$ cat config.mk
export PLATFORM = sky130hd
export DESIGN_NAME = sbh_ctrl
export DESIGN_NICKNAME = d
export VERILOG_FILES = /design/src/hw/rtl/sbh_pkg.sv /design/src/hw/rtl/sbh_ctrl.sv
export SDC_FILE = /design/constraint.sdc
export NUM_CORES = 1
export LEC_CHECK = 0
export BUFFER_PORTS_ARGS = -buffer_cell sky130_fd_sc_hd__buf_4
export CORE_MARGIN = 2
export CORE_UTILIZATION = 38
export CTS_CLUSTER_DIAMETER = 40
export DETAILED_ROUTE_END_ITERATION = 10
export GPL_TIMING_DRIVEN = 1
export PLACE_DENSITY = 0.86
export SLEW_MARGIN = 20
export SYNTH_ARGS = -nofsm -noshare
export SYNTH_HDL_FRONTEND = slang
export SYNTH_SLANG_ARGS = --single-unit
$ cat constraint.sdc
create_clock -name aclk -period 4.25 [get_ports aclk]
set_input_delay 0 -clock aclk [delete_from_list [all_inputs] [get_ports aclk]]
set_output_delay 0 -clock aclk [all_outputs]
set_load 0.01 [all_outputs]
$ cat src/hw/rtl/sbh_pkg.sv
// ----------------------------------------------------------------------------
// sbh_pkg
// Shared types, constants and tables of the Streebog hash block
// ----------------------------------------------------------------------------
package sbh_pkg;

    localparam int NWORDS   = 8;
    localparam int NROUNDS  = 12;
    localparam int WORD_W   = 64;
    localparam int BLOCK_W  = 512;
    localparam int ADDR_W   = 2;

    localparam logic [ADDR_W-1:0] REG_DIGEST_512 = 2'd0;

    typedef struct packed {
        logic        last_word;
        logic [3:0]  valid_bytes;
        logic [63:0] message_word;
    } sbh_in_t;

    typedef struct packed {
        logic        digest_last;
        logic [63:0] digest_word;
    } sbh_out_t;

    // operand selects for the lps unit
    typedef enum logic [2:0] {
        OPA_CHAIN,
        OPA_KEY
    } sbh_opa_t;

    typedef enum logic [2:0] {
        OPB_CNT,
        OPB_BLK,
        OPB_RC,
        OPB_ST,
        OPB_ZERO,
        OPB_SUM
    } sbh_opb_t;

    typedef enum logic [1:0] {
        DST_KEY,
        DST_ST
    } sbh_dst_t;

    // what the compression is run over
    typedef enum logic [1:0] {
        CMP_MSG,
        CMP_PAD,
        CMP_CNT,
        CMP_SUM
    } sbh_cmp_t;

    // commands from controller to datapath
    typedef struct packed {
        logic       restart;
        logic       load_word;
        logic       build_pad;
        logic       lps_go;
        sbh_opa_t   opa;
        sbh_opb_t   opb;
        sbh_dst_t   dst;
        logic [3:0] rc_idx;
        sbh_cmp_t   cmp;
        logic       finish_cmp;
        logic       add_full;
        logic       add_pad;
        logic [2:0] out_idx;
    } sbh_cmd_t;

    typedef struct packed {
        logic [2:0] words_buffered;
        logic       digest_512;
    } sbh_stat_t;

    typedef enum logic [3:0] {
        ST_IDLE,
        ST_FULL_K,
        ST_FULL_S,
        ST_ROUND_K,
        ST_ROUND_S,
        ST_LAST_K,
        ST_FIN,
        ST_PADPREP,
        ST_OUT
    } sbh_state_t;

    localparam logic [7:0] SBOX [256] = '{
        8'd252,8'd238,8'd221,8'd17,8'd207,8'd110,8'd49,8'd22,
        8'd251,8'd196,8'd250,8'd218,8'd35,8'd197,8'd4,8'd77,
        8'd233,8'd119,8'd240,8'd219,8'd147,8'd46,8'd153,8'd186,
        8'd23,8'd54,8'd241,8'd187,8'd20,8'd205,8'd95,8'd193,
        8'd249,8'd24,8'd101,8'd90,8'd226,8'd92,8'd239,8'd33,
        8'd129,8'd28,8'd60,8'd66,8'd139,8'd1,8'd142,8'd79,
        8'd5,8'd132,8'd2,8'd174,8'd227,8'd106,8'd143,8'd160,
        8'd6,8'd11,8'd237,8'd152,8'd127,8'd212,8'd211,8'd31,
        8'd235,8'd52,8'd44,8'd81,8'd234,8'd200,8'd72,8'd171,
        8'd242,8'd42,8'd104,8'd162,8'd253,8'd58,8'd206,8'd204,
        8'd181,8'd112,8'd14,8'd86,8'd8,8'd12,8'd118,8'd18,
        8'd191,8'd114,8'd19,8'd71,8'd156,8'd183,8'd93,8'd135,
        8'd21,8'd161,8'd150,8'd41,8'd16,8'd123,8'd154,8'd199,
        8'd243,8'd145,8'd120,8'd111,8'd157,8'd158,8'd178,8'd177,
        8'd50,8'd117,8'd25,8'd61,8'd255,8'd53,8'd138,8'd126,
        8'd109,8'd84,8'd198,8'd128,8'd195,8'd189,8'd13,8'd87,
        8'd223,8'd245,8'd36,8'd169,8'd62,8'd168,8'd67,8'd201,
        8'd215,8'd121,8'd214,8'd246,8'd124,8'd34,8'd185,8'd3,
        8'd224,8'd15,8'd236,8'd222,8'd122,8'd148,8'd176,8'd188,
        8'd220,8'd232,8'd40,8'd80,8'd78,8'd51,8'd10,8'd74,
        8'd167,8'd151,8'd96,8'd115,8'd30,8'd0,8'd98,8'd68,
        8'd26,8'd184,8'd56,8'd130,8'd100,8'd159,8'd38,8'd65,
        8'd173,8'd69,8'd70,8'd146,8'd39,8'd94,8'd85,8'd47,
        8'd140,8'd163,8'd165,8'd125,8'd105,8'd213,8'd149,8'd59,
        8'd7,8'd88,8'd179,8'd64,8'd134,8'd172,8'd29,8'd247,
        8'd48,8'd55,8'd107,8'd228,8'd136,8'd217,8'd231,8'd137,
        8'd225,8'd27,8'd131,8'd73,8'd76,8'd63,8'd248,8'd254,
        8'd141,8'd83,8'd170,8'd144,8'd202,8'd216,8'd133,8'd97,
        8'd32,8'd113,8'd103,8'd164,8'd45,8'd43,8'd9,8'd91,
        8'd203,8'd155,8'd37,8'd208,8'd190,8'd229,8'd108,8'd82,
        8'd89,8'd166,8'd116,8'd210,8'd230,8'd244,8'd180,8'd192,
        8'd209,8'd102,8'd175,8'd194,8'd57,8'd75,8'd99,8'd182
    };

    // linear map, entry 0 belongs to bit 63 of a word
    localparam logic [63:0] LIN_MAT [64] = '{
        64'h8e20faa72ba0b470,64'h47107ddd9b505a38,64'had08b0e0c3282d1c,64'hd8045870ef14980e,
        64'h6c022c38f90a4c07,64'h3601161cf205268d,64'h1b8e0b0e798c13c8,64'h83478b07b2468764,
        64'ha011d380818e8f40,64'h5086e740ce47c920,64'h2843fd2067adea10,64'h14aff010bdd87508,
        64'h0ad97808d06cb404,64'h05e23c0468365a02,64'h8c711e02341b2d01,64'h46b60f011a83988e,
        64'h90dab52a387ae76f,64'h486dd4151c3dfdb9,64'h24b86a840e90f0d2,64'h125c354207487869,
        64'h092e94218d243cba,64'h8a174a9ec8121e5d,64'h4585254f64090fa0,64'haccc9ca9328a8950,
        64'h9d4df05d5f661451,64'hc0a878a0a1330aa6,64'h60543c50de970553,64'h302a1e286fc58ca7,
        64'h18150f14b9ec46dd,64'h0c84890ad27623e0,64'h0642ca05693b9f70,64'h0321658cba93c138,
        64'h86275df09ce8aaa8,64'h439da0784e745554,64'hafc0503c273aa42a,64'hd960281e9d1d5215,
        64'he230140fc0802984,64'h71180a8960409a42,64'hb60c05ca30204d21,64'h5b068c651810a89e,
        64'h456c34887a3805b9,64'hac361a443d1c8cd2,64'h561b0d22900e4669,64'h2b838811480723ba,
        64'h9bcf4486248d9f5d,64'hc3e9224312c8c1a0,64'heffa11af0964ee50,64'hf97d86d98a327728,
        64'he4fa2054a80b329c,64'h727d102a548b194e,64'h39b008152acb8227,64'h9258048415eb419d,
        64'h492c024284fbaec0,64'haa16012142f35760,64'h550b8e9e21f7a530,64'ha48b474f9ef5dc18,
        64'h70a6a56e2440598e,64'h3853dc371220a247,64'h1ca76e95091051ad,64'h0edd37c48a08a6d8,
        64'h07e095624504536c,64'h8d70c431ac02a736,64'hc83862965601dd1b,64'h641c314b2b8ee083
    };

    localparam logic [511:0] ROUND_C [NROUNDS] = '{
        {64'hb1085bda1ecadae9,64'hebcb2f81c0657c1f,64'h2f6a76432e45d016,64'h714eb88d7585c4fc,
         64'h4b7ce09192676901,64'ha2422a08a460d315,64'h05767436cc744d23,64'hdd806559f2a64507},
        {64'h6fa3b58aa99d2f1a,64'h4fe39d460f70b5d7,64'hf3feea720a232b98,64'h61d55e0f16b50131,
         64'h9ab5176b12d69958,64'h5cb561c2db0aa7ca,64'h55dda21bd7cbcd56,64'he679047021b19bb7},
        {64'hf574dcac2bce2fc7,64'h0a39fc286a3d8435,64'h06f15e5f529c1f8b,64'hf2ea7514b1297b7b,
         64'hd3e20fe490359eb1,64'hc1c93a376062db09,64'hc2b6f443867adb31,64'h991e96f50aba0ab2},
        {64'hef1fdfb3e81566d2,64'hf948e1a05d71e4dd,64'h488e857e335c3c7d,64'h9d721cad685e353f,
         64'ha9d72c82ed03d675,64'hd8b71333935203be,64'h3453eaa193e837f1,64'h220cbebc84e3d12e},
        {64'h4bea6bacad474799,64'h9a3f410c6ca92363,64'h7f151c1f1686104a,64'h359e35d7800fffbd,
         64'hbfcd1747253af5a3,64'hdfff00b723271a16,64'h7a56a27ea9ea63f5,64'h601758fd7c6cfe57},
        {64'hae4faeae1d3ad3d9,64'h6fa4c33b7a3039c0,64'h2d66c4f95142a46c,64'h187f9ab49af08ec6,
         64'hcffaa6b71c9ab7b4,64'h0af21f66c2bec6b6,64'hbf71c57236904f35,64'hfa68407a46647d6e},
        {64'hf4c70e16eeaac5ec,64'h51ac86febf240954,64'h399ec6c7e6bf87c9,64'hd3473e33197a93c9,
         64'h0992abc52d822c37,64'h06476983284a0504,64'h3517454ca23c4af3,64'h8886564d3a14d493},
        {64'h9b1f5b424d93c9a7,64'h03e7aa020c6e4141,64'h4eb7f8719c36de1e,64'h89b4443b4ddbc49a,
         64'hf4892bcb929b0690,64'h69d18d2bd1a5c42f,64'h36acc2355951a8d9,64'ha47f0dd4bf02e71e},
        {64'h378f5a541631229b,64'h944c9ad8ec165fde,64'h3a7d3a1b25894224,64'h3cd955b7e00d0984,
         64'h800a440bdbb2ceb1,64'h7b2b8a9aa6079c54,64'h0e38dc92cb1f2a60,64'h7261445183235adb},
        {64'habbedea680056f52,64'h382ae548b2e4f3f3,64'h8941e71cff8a78db,64'h1fffe18a1b336103,
         64'h9fe76702af69334b,64'h7a1e6c303b7652f4,64'h3698fad1153bb6c3,64'h74b4c7fb98459ced},
        {64'h7bcd9ed0efc889fb,64'h3002c6cd635afe94,64'hd8fa6bbbebab0761,64'h2001802114846679,
         64'h8a1d71efea48b9ca,64'hefbacd1d7d476e98,64'hdea2594ac06fd85d,64'h6bcaa4cd81f32d1b},
        {64'h378ee767f11631ba,64'hd21380b00449b17a,64'hcda43c32bcdf1d77,64'hf82012d430219f9b,
         64'h5d80ef9d1891cc86,64'he71da4aa88e12852,64'hfaf417d5d9b21b99,64'h48bc924af11bd720}
    };

    // one output word of L applied to the substituted bytes
    function automatic logic [63:0] lin_word(input logic [63:0] bytes_in);
        logic [63:0] acc;
        acc = '0;
        for (int t = 0; t < 64; t++) begin
            if (bytes_in[t]) begin
                acc = acc ^ LIN_MAT[63 - t];
            end
        end
        return acc;
    endfunction

endpackage

$ cat src/hw/rtl/sbh_ctrl.sv
// ----------------------------------------------------------------------------
// sbh_ctrl
// Sequencer for message intake, compressions and digest output
// ----------------------------------------------------------------------------
module sbh_ctrl
    import sbh_pkg::*;
(
    input  logic      aclk,
    input  logic      aresetn,
    input  logic      cfg_wr,
    input  logic      s_valid,
    output logic      s_ready,
    input  sbh_in_t   in_item,
    input  sbh_stat_t stat,
    output sbh_cmd_t  cmd,
    output logic      m_valid,
    input  logic      m_ready,
    output logic      out_last
);

    sbh_state_t state_reg, state_next;
    logic [3:0] rnd_reg, rnd_next;
    sbh_cmp_t   cmp_reg, cmp_next;
    logic [2:0] oi_reg, oi_next;
    logic       two_reg, two_next;
    logic [3:0] vb;
    logic       fills;

    always_ff @(posedge aclk) begin
        if (!aresetn || cfg_wr) begin
            state_reg <= ST_IDLE;
            rnd_reg   <= '0;
            cmp_reg   <= CMP_MSG;
            oi_reg    <= '0;
            two_reg   <= 1'b0;
        end else begin
            state_reg <= state_next;
            rnd_reg   <= rnd_next;
            cmp_reg   <= cmp_next;
            oi_reg    <= oi_next;
            two_reg   <= two_next;
        end
    end

    always_comb begin
        vb    = (in_item.valid_bytes > 4'd8) ? 4'd8 : in_item.valid_bytes;
        fills = ({1'b0, stat.words_buffered, 3'b000} + {3'b000, vb}) == 7'd64;
    end

    always_comb begin
        state_next = state_reg;
        rnd_next   = rnd_reg;
        cmp_next   = cmp_reg;
        oi_next    = oi_reg;
        two_next   = two_reg;
        cmd        = '0;
        cmd.opa    = OPA_CHAIN;
        cmd.opb    = OPB_CNT;
        cmd.dst    = DST_KEY;
        cmd.cmp    = cmp_reg;
        cmd.rc_idx = rnd_reg;
        cmd.out_idx = oi_reg;
        s_ready    = 1'b0;
        m_valid    = 1'b0;
        out_last   = 1'b0;
        case (state_reg)
            ST_IDLE: begin
                s_ready = 1'b1;
                if (s_valid) begin
                    if (!in_item.last_word) begin
                        cmd.load_word = 1'b1;
                        if (stat.words_buffered == 3'd7) begin
                            cmp_next   = CMP_MSG;
                            state_next = ST_PADPREP;
                            two_next   = 1'b0;
                        end
                    end else begin
                        cmd.build_pad = 1'b1;
                        cmp_next   = fills ? CMP_MSG : CMP_PAD;
                        two_next   = 1'b1;
                        state_next = ST_FULL_K;
                    end
                end
            end
            // stages the block register
            ST_PADPREP: begin
                state_next = ST_FULL_K;
            end
            // key = lps(chain ^ cnt), or lps(chain) for the counter and checksum compressions
            ST_FULL_K: begin
                cmd.lps_go = 1'b1;
                state_next = ST_FULL_S;
            end
            ST_FULL_S: begin
                cmd.lps_go = 1'b1;
                cmd.opa = OPA_KEY;
                cmd.opb = OPB_BLK;
                cmd.dst = DST_ST;
                rnd_next = '0;
                state_next = ST_ROUND_K;
            end
            ST_ROUND_K: begin
                cmd.lps_go = 1'b1;
                cmd.opa = OPA_KEY;
                cmd.opb = OPB_RC;
                if (rnd_reg == 4'(NROUNDS - 1)) begin
                    state_next = ST_LAST_K;
                    cmd.lps_go = 1'b0;
                end else begin
                    state_next = ST_ROUND_S;
                end
            end
            ST_ROUND_S: begin
                cmd.lps_go = 1'b1;
                cmd.opa = OPA_KEY;
                cmd.opb = OPB_ST;
                cmd.dst = DST_ST;
                rnd_next = rnd_reg + 4'd1;
                state_next = ST_ROUND_K;
            end
            // final key round folds straight into the chain
            ST_LAST_K: begin
                cmd.opa = OPA_KEY;
                cmd.opb = OPB_RC;
                cmd.finish_cmp = 1'b1;
                cmd.add_full = (cmp_reg == CMP_MSG);
                cmd.add_pad  = (cmp_reg == CMP_PAD);
                state_next = ST_FIN;
            end
            ST_FIN: begin
                if (!two_reg) begin
                    state_next = ST_IDLE;
                end else begin
                    case (cmp_reg)
                        CMP_MSG: cmp_next = CMP_PAD;
                        CMP_PAD: cmp_next = CMP_CNT;
                        CMP_CNT: cmp_next = CMP_SUM;
                        default: cmp_next = CMP_SUM;
                    endcase
                    if (cmp_reg == CMP_SUM) begin
                        oi_next    = stat.digest_512 ? 3'd0 : 3'd4;
                        state_next = ST_OUT;
                    end else begin
                        state_next = ST_PADPREP;
                    end
                end
            end
            ST_OUT: begin
                m_valid  = 1'b1;
                out_last = (oi_reg == 3'd7);
                if (m_ready) begin
                    oi_next = oi_reg + 3'd1;
                    if (oi_reg == 3'd7) begin
                        cmd.restart = 1'b1;
                        state_next  = ST_IDLE;
                        cmp_next    = CMP_MSG;
                        two_next    = 1'b0;
                    end
                end
            end
            default: state_next = ST_IDLE;
        endcase
    end

    a_out_only_in_out: assert property (@(posedge aclk) disable iff (!aresetn)
        m_valid |-> state_reg == ST_OUT) else $error("result outside output phase");
    a_no_accept_busy: assert property (@(posedge aclk) disable iff (!aresetn)
        s_ready |-> !m_valid) else $error("intake while emitting");
    a_round_bound: assert property (@(posedge aclk) disable iff (!aresetn)
        rnd_reg <= 4'(NROUNDS - 1)) else $error("round counter overrun");

endmodule

==> results.py <==
metrics = {
    "detailed_routing": {
        "wl_per_cell_um": 13.6,
        "route.top_layer_used": "met4",
        "wl_met1_um": 1070,
        "route.detailed.drc": 0,
        "vias": 1029,
        "dr_wl_met3_um": 177,
        "route.final.wire_length_um": 2530,
        "detail_route.vias_per_cell": 5.53,
        "initial_drc_count": 20,
        "dr_wl_met2_um": 1270,
        "drtPass1Iterations": 4,
        "final_antenna_net_count": 0,
    },
    "floorplanning": {
        "core.rowCount": 18,
        "design.portCount": 105,
        "fp.dieH_um": 55.5,
        "fp.coreArea_um2": 2500,
        "initial_core_util_pct": 40.4,
        "die_x_um": 55.5,
        "die_area_um2": 3090,
    },
    "logic_synthesis": {
        "number_of_register_bits_inferred_by_synthesis": 14,
        "most_instantiated_library_cell_after_synthesis": "dfxtp_1",
        "synth-edff-count": 0,
        "syn_area_um2": 1010,
        "post_synth_num_cell_types": 49,
        "synth_ff_type": "dfxtp_1",
        "yosys-top-cells-count": "dfxtp_1, a21oi_1, nor2_1, nand2_1, nand3_1",
        "yosys_warnings": 0,
        "synth.top_cell.area_share_pct": 27.8,
        "postSynthCellCount": 123,
        "synth_area_leader_cell": "dfxtp_1",
        "synthesis.area_per_instance_um2": 8.21,
        "async_reset_ff_share_pct": 0,
        "netlist_top_cells_area": "dfxtp_1, ha_1, a21oi_1",
        "synth-seq-area-share_pct": 27.8,
    },
    "status": {
        "status": "finished, final reports clean",
    },
    "final_layout": {
        "net_count_reported_at_finish": 240,
        "final_design_area_no_fill_um2": 1310,
        "fillers": 249,
        "post_layout_util_pct": 52.2,
        "antenna-diode-count": 0,
        "drive_above_1_share_pct": 29.5,
        "cell_count_final_fillers_out": 186,
        "layout-area-overhead-vs-synth_pct": 29.2,
    },
    "clocking": {
        "cts.hold.buffers_added": 0,
        "post-cts-setup-buffer-count": 0,
        "clock_tree.root_cell": "clkbuf_4",
        "insertion_delay_ns": 0.29,
        "cts_buffers": 3,
        "clock_path_buffers": 2,
        "cts_tree": "built",
        "worst_setup_hold_path_clk_slew_ns": 0.09,
        "post_cts_resized": 0,
        "cts_num_sinks": 14,
        "h_tree_depth": 1,
    },
    "placement": {
        "port-buffer-count": 36,
        "place.detailed.hpwl_um": 1930,
        "placedInstanceArea_um2": 1270,
        "place_congestion": 0.806,
        "dpl.cell_count": 182,
    },
    "critical_path": {
        "setup.reg_to_reg.worst_slack_ns": 2.34,
        "timing.critical_path.slowest_cell_delay_ns": 0.66,
        "crit_path_top_delay_cell": "dfxtp_1",
        "path_cells": "and4bb_1 -> nand4_1 -> a221o_1 -> o211a_1",
        "critical_path_class": "flop to flop",
        "worstSetupStartpointType": "flop",
        "timing.critical_path.required_ns": 4.44,
        "cp_num_buf_inv": 0,
        "timing.critical_path.to_type": "flop",
        "critical_path_peak_fanout": 15,
        "worst_path_dominant_cell_family": "flip-flops",
        "cp.arrival_ns": 2.11,
    },
    "sta": {
        "worstMarginPinSlew_ns": 0.542,
        "share_of_the_clock_period_used_by_the_worst_path_pct": 45.0,
        "finalSetupTns_ns": 0,
        "rsz0062_at_grt": "no",
        "timing.clock.skew_ns": 0.00672,
        "final_max_slew_viol_count": 0,
        "final-hold-violation-count": 0,
        "max_freq_mhz": 523,
        "layout_min_cycle_time_ns": 1.91,
        "count_of_endpoints_failing_setup_in_the_final_report": 0,
        "slew-limit-headroom_pct": 63.7,
    },
    "global_route": {
        "grt_start_max_net_pins": 16,
        "globalRoute.totalOverflow": 0,
        "first_global_vias": 923,
        "grt_pass1_wl_um": 4010,
        "grt_use_total_pct": 16.1,
        "grt_antenna_before_repair": 0,
    },
    "run": {
        "max_cap_viol_count": 0,
    },
    "power": {
        "p_leak_uw": 0.000610,
        "pwr_dens_nw_per_um2": 232,
        "max-vdd-ir-drop_mv": 0.212,
        "post-layout-total-power_uw": 303,
    },
    "min_path": {
        "min_path_type": "primary input to flop",
    },
}
-- layout make-up --
| cell class | instances | area, um^2 | area share [%] |
|---|---|---|---|
| clock buffers | 4 | 36.3 | 2.78 |
| inverters | 5 | 18.8 | 1.44 |
| flip-flops and latches | 14 | 280 | 21.5 |
| well taps | 30 | 37.5 | 2.88 |
| repair buffers | 36 | 270 | 20.7 |
| multi-input cells | 97 | 662 | 50.7 |
-- power breakdown --
part           leakage [uW]  switching (uW)  total, uW  internal, uW
registers          0.000113            7.50        141           134
logic              0.000475            31.3       62.1          30.8
clock network     0.0000210            47.8        100          52.2
total              0.000610            86.6        303           217
-- path summary, 6_finish.rpt --
path                start         end  cells past startpoint
max          state_reg[1]   oi_reg[2]                      4
max reg2reg  state_reg[1]   oi_reg[2]                      4
min reg2reg    rnd_reg[3]  rnd_reg[3]                      2
min               s_valid     two_reg                      3
-- worst min-delay path, delay by kind of cell --
family / cells / cell delay, ns
AO/OA/AOI/OAI: 1 / 0.06
buffers and inverters: 1 / 0.11
AND/OR/NAND/NOR: 1 / 0.08
-- cells in the final DEF, fill, tap and decap left out, drive strengths merged, types with 3 or more instances in the layout --
cell type and n:
buf 36, dfxtp 14, a21oi 12, nor2 9, nand2 7, o21ai 7
nand3 6, ha 5, inv 5, conb 4, clkbuf 4, nor2b 3
nand3b 3, nor3 3, or2 3, nor4b 3
-- logic make-up after synthesis --
logic type	synth area share, %
compound gates	24.9
fa+ha+maj	6.20
buf+inv	7.81
flops	27.8
mux	1.98
other cells	0.371
simple gates	31.0
-- layer usage --
metal / up-vias / track usage [%]
met4: 0 / 5.92
met5: - / 0
met1: 468 / 18.2
li1: 518 / -
met2: 41 / 27.7
met3: 2 / 5.62
-- metrics by stage --
step                worst slack, ns  hold slack (ns)
finish                         2.34          0.00974
global route                   2.18           0.0230
CTS                            2.35          0.00843
detailed placement             2.36            0.296
global placement               2.45            0.300
floorplan                      2.67           0.0507
Note: power is estimated with default switching activity, not from simulation.
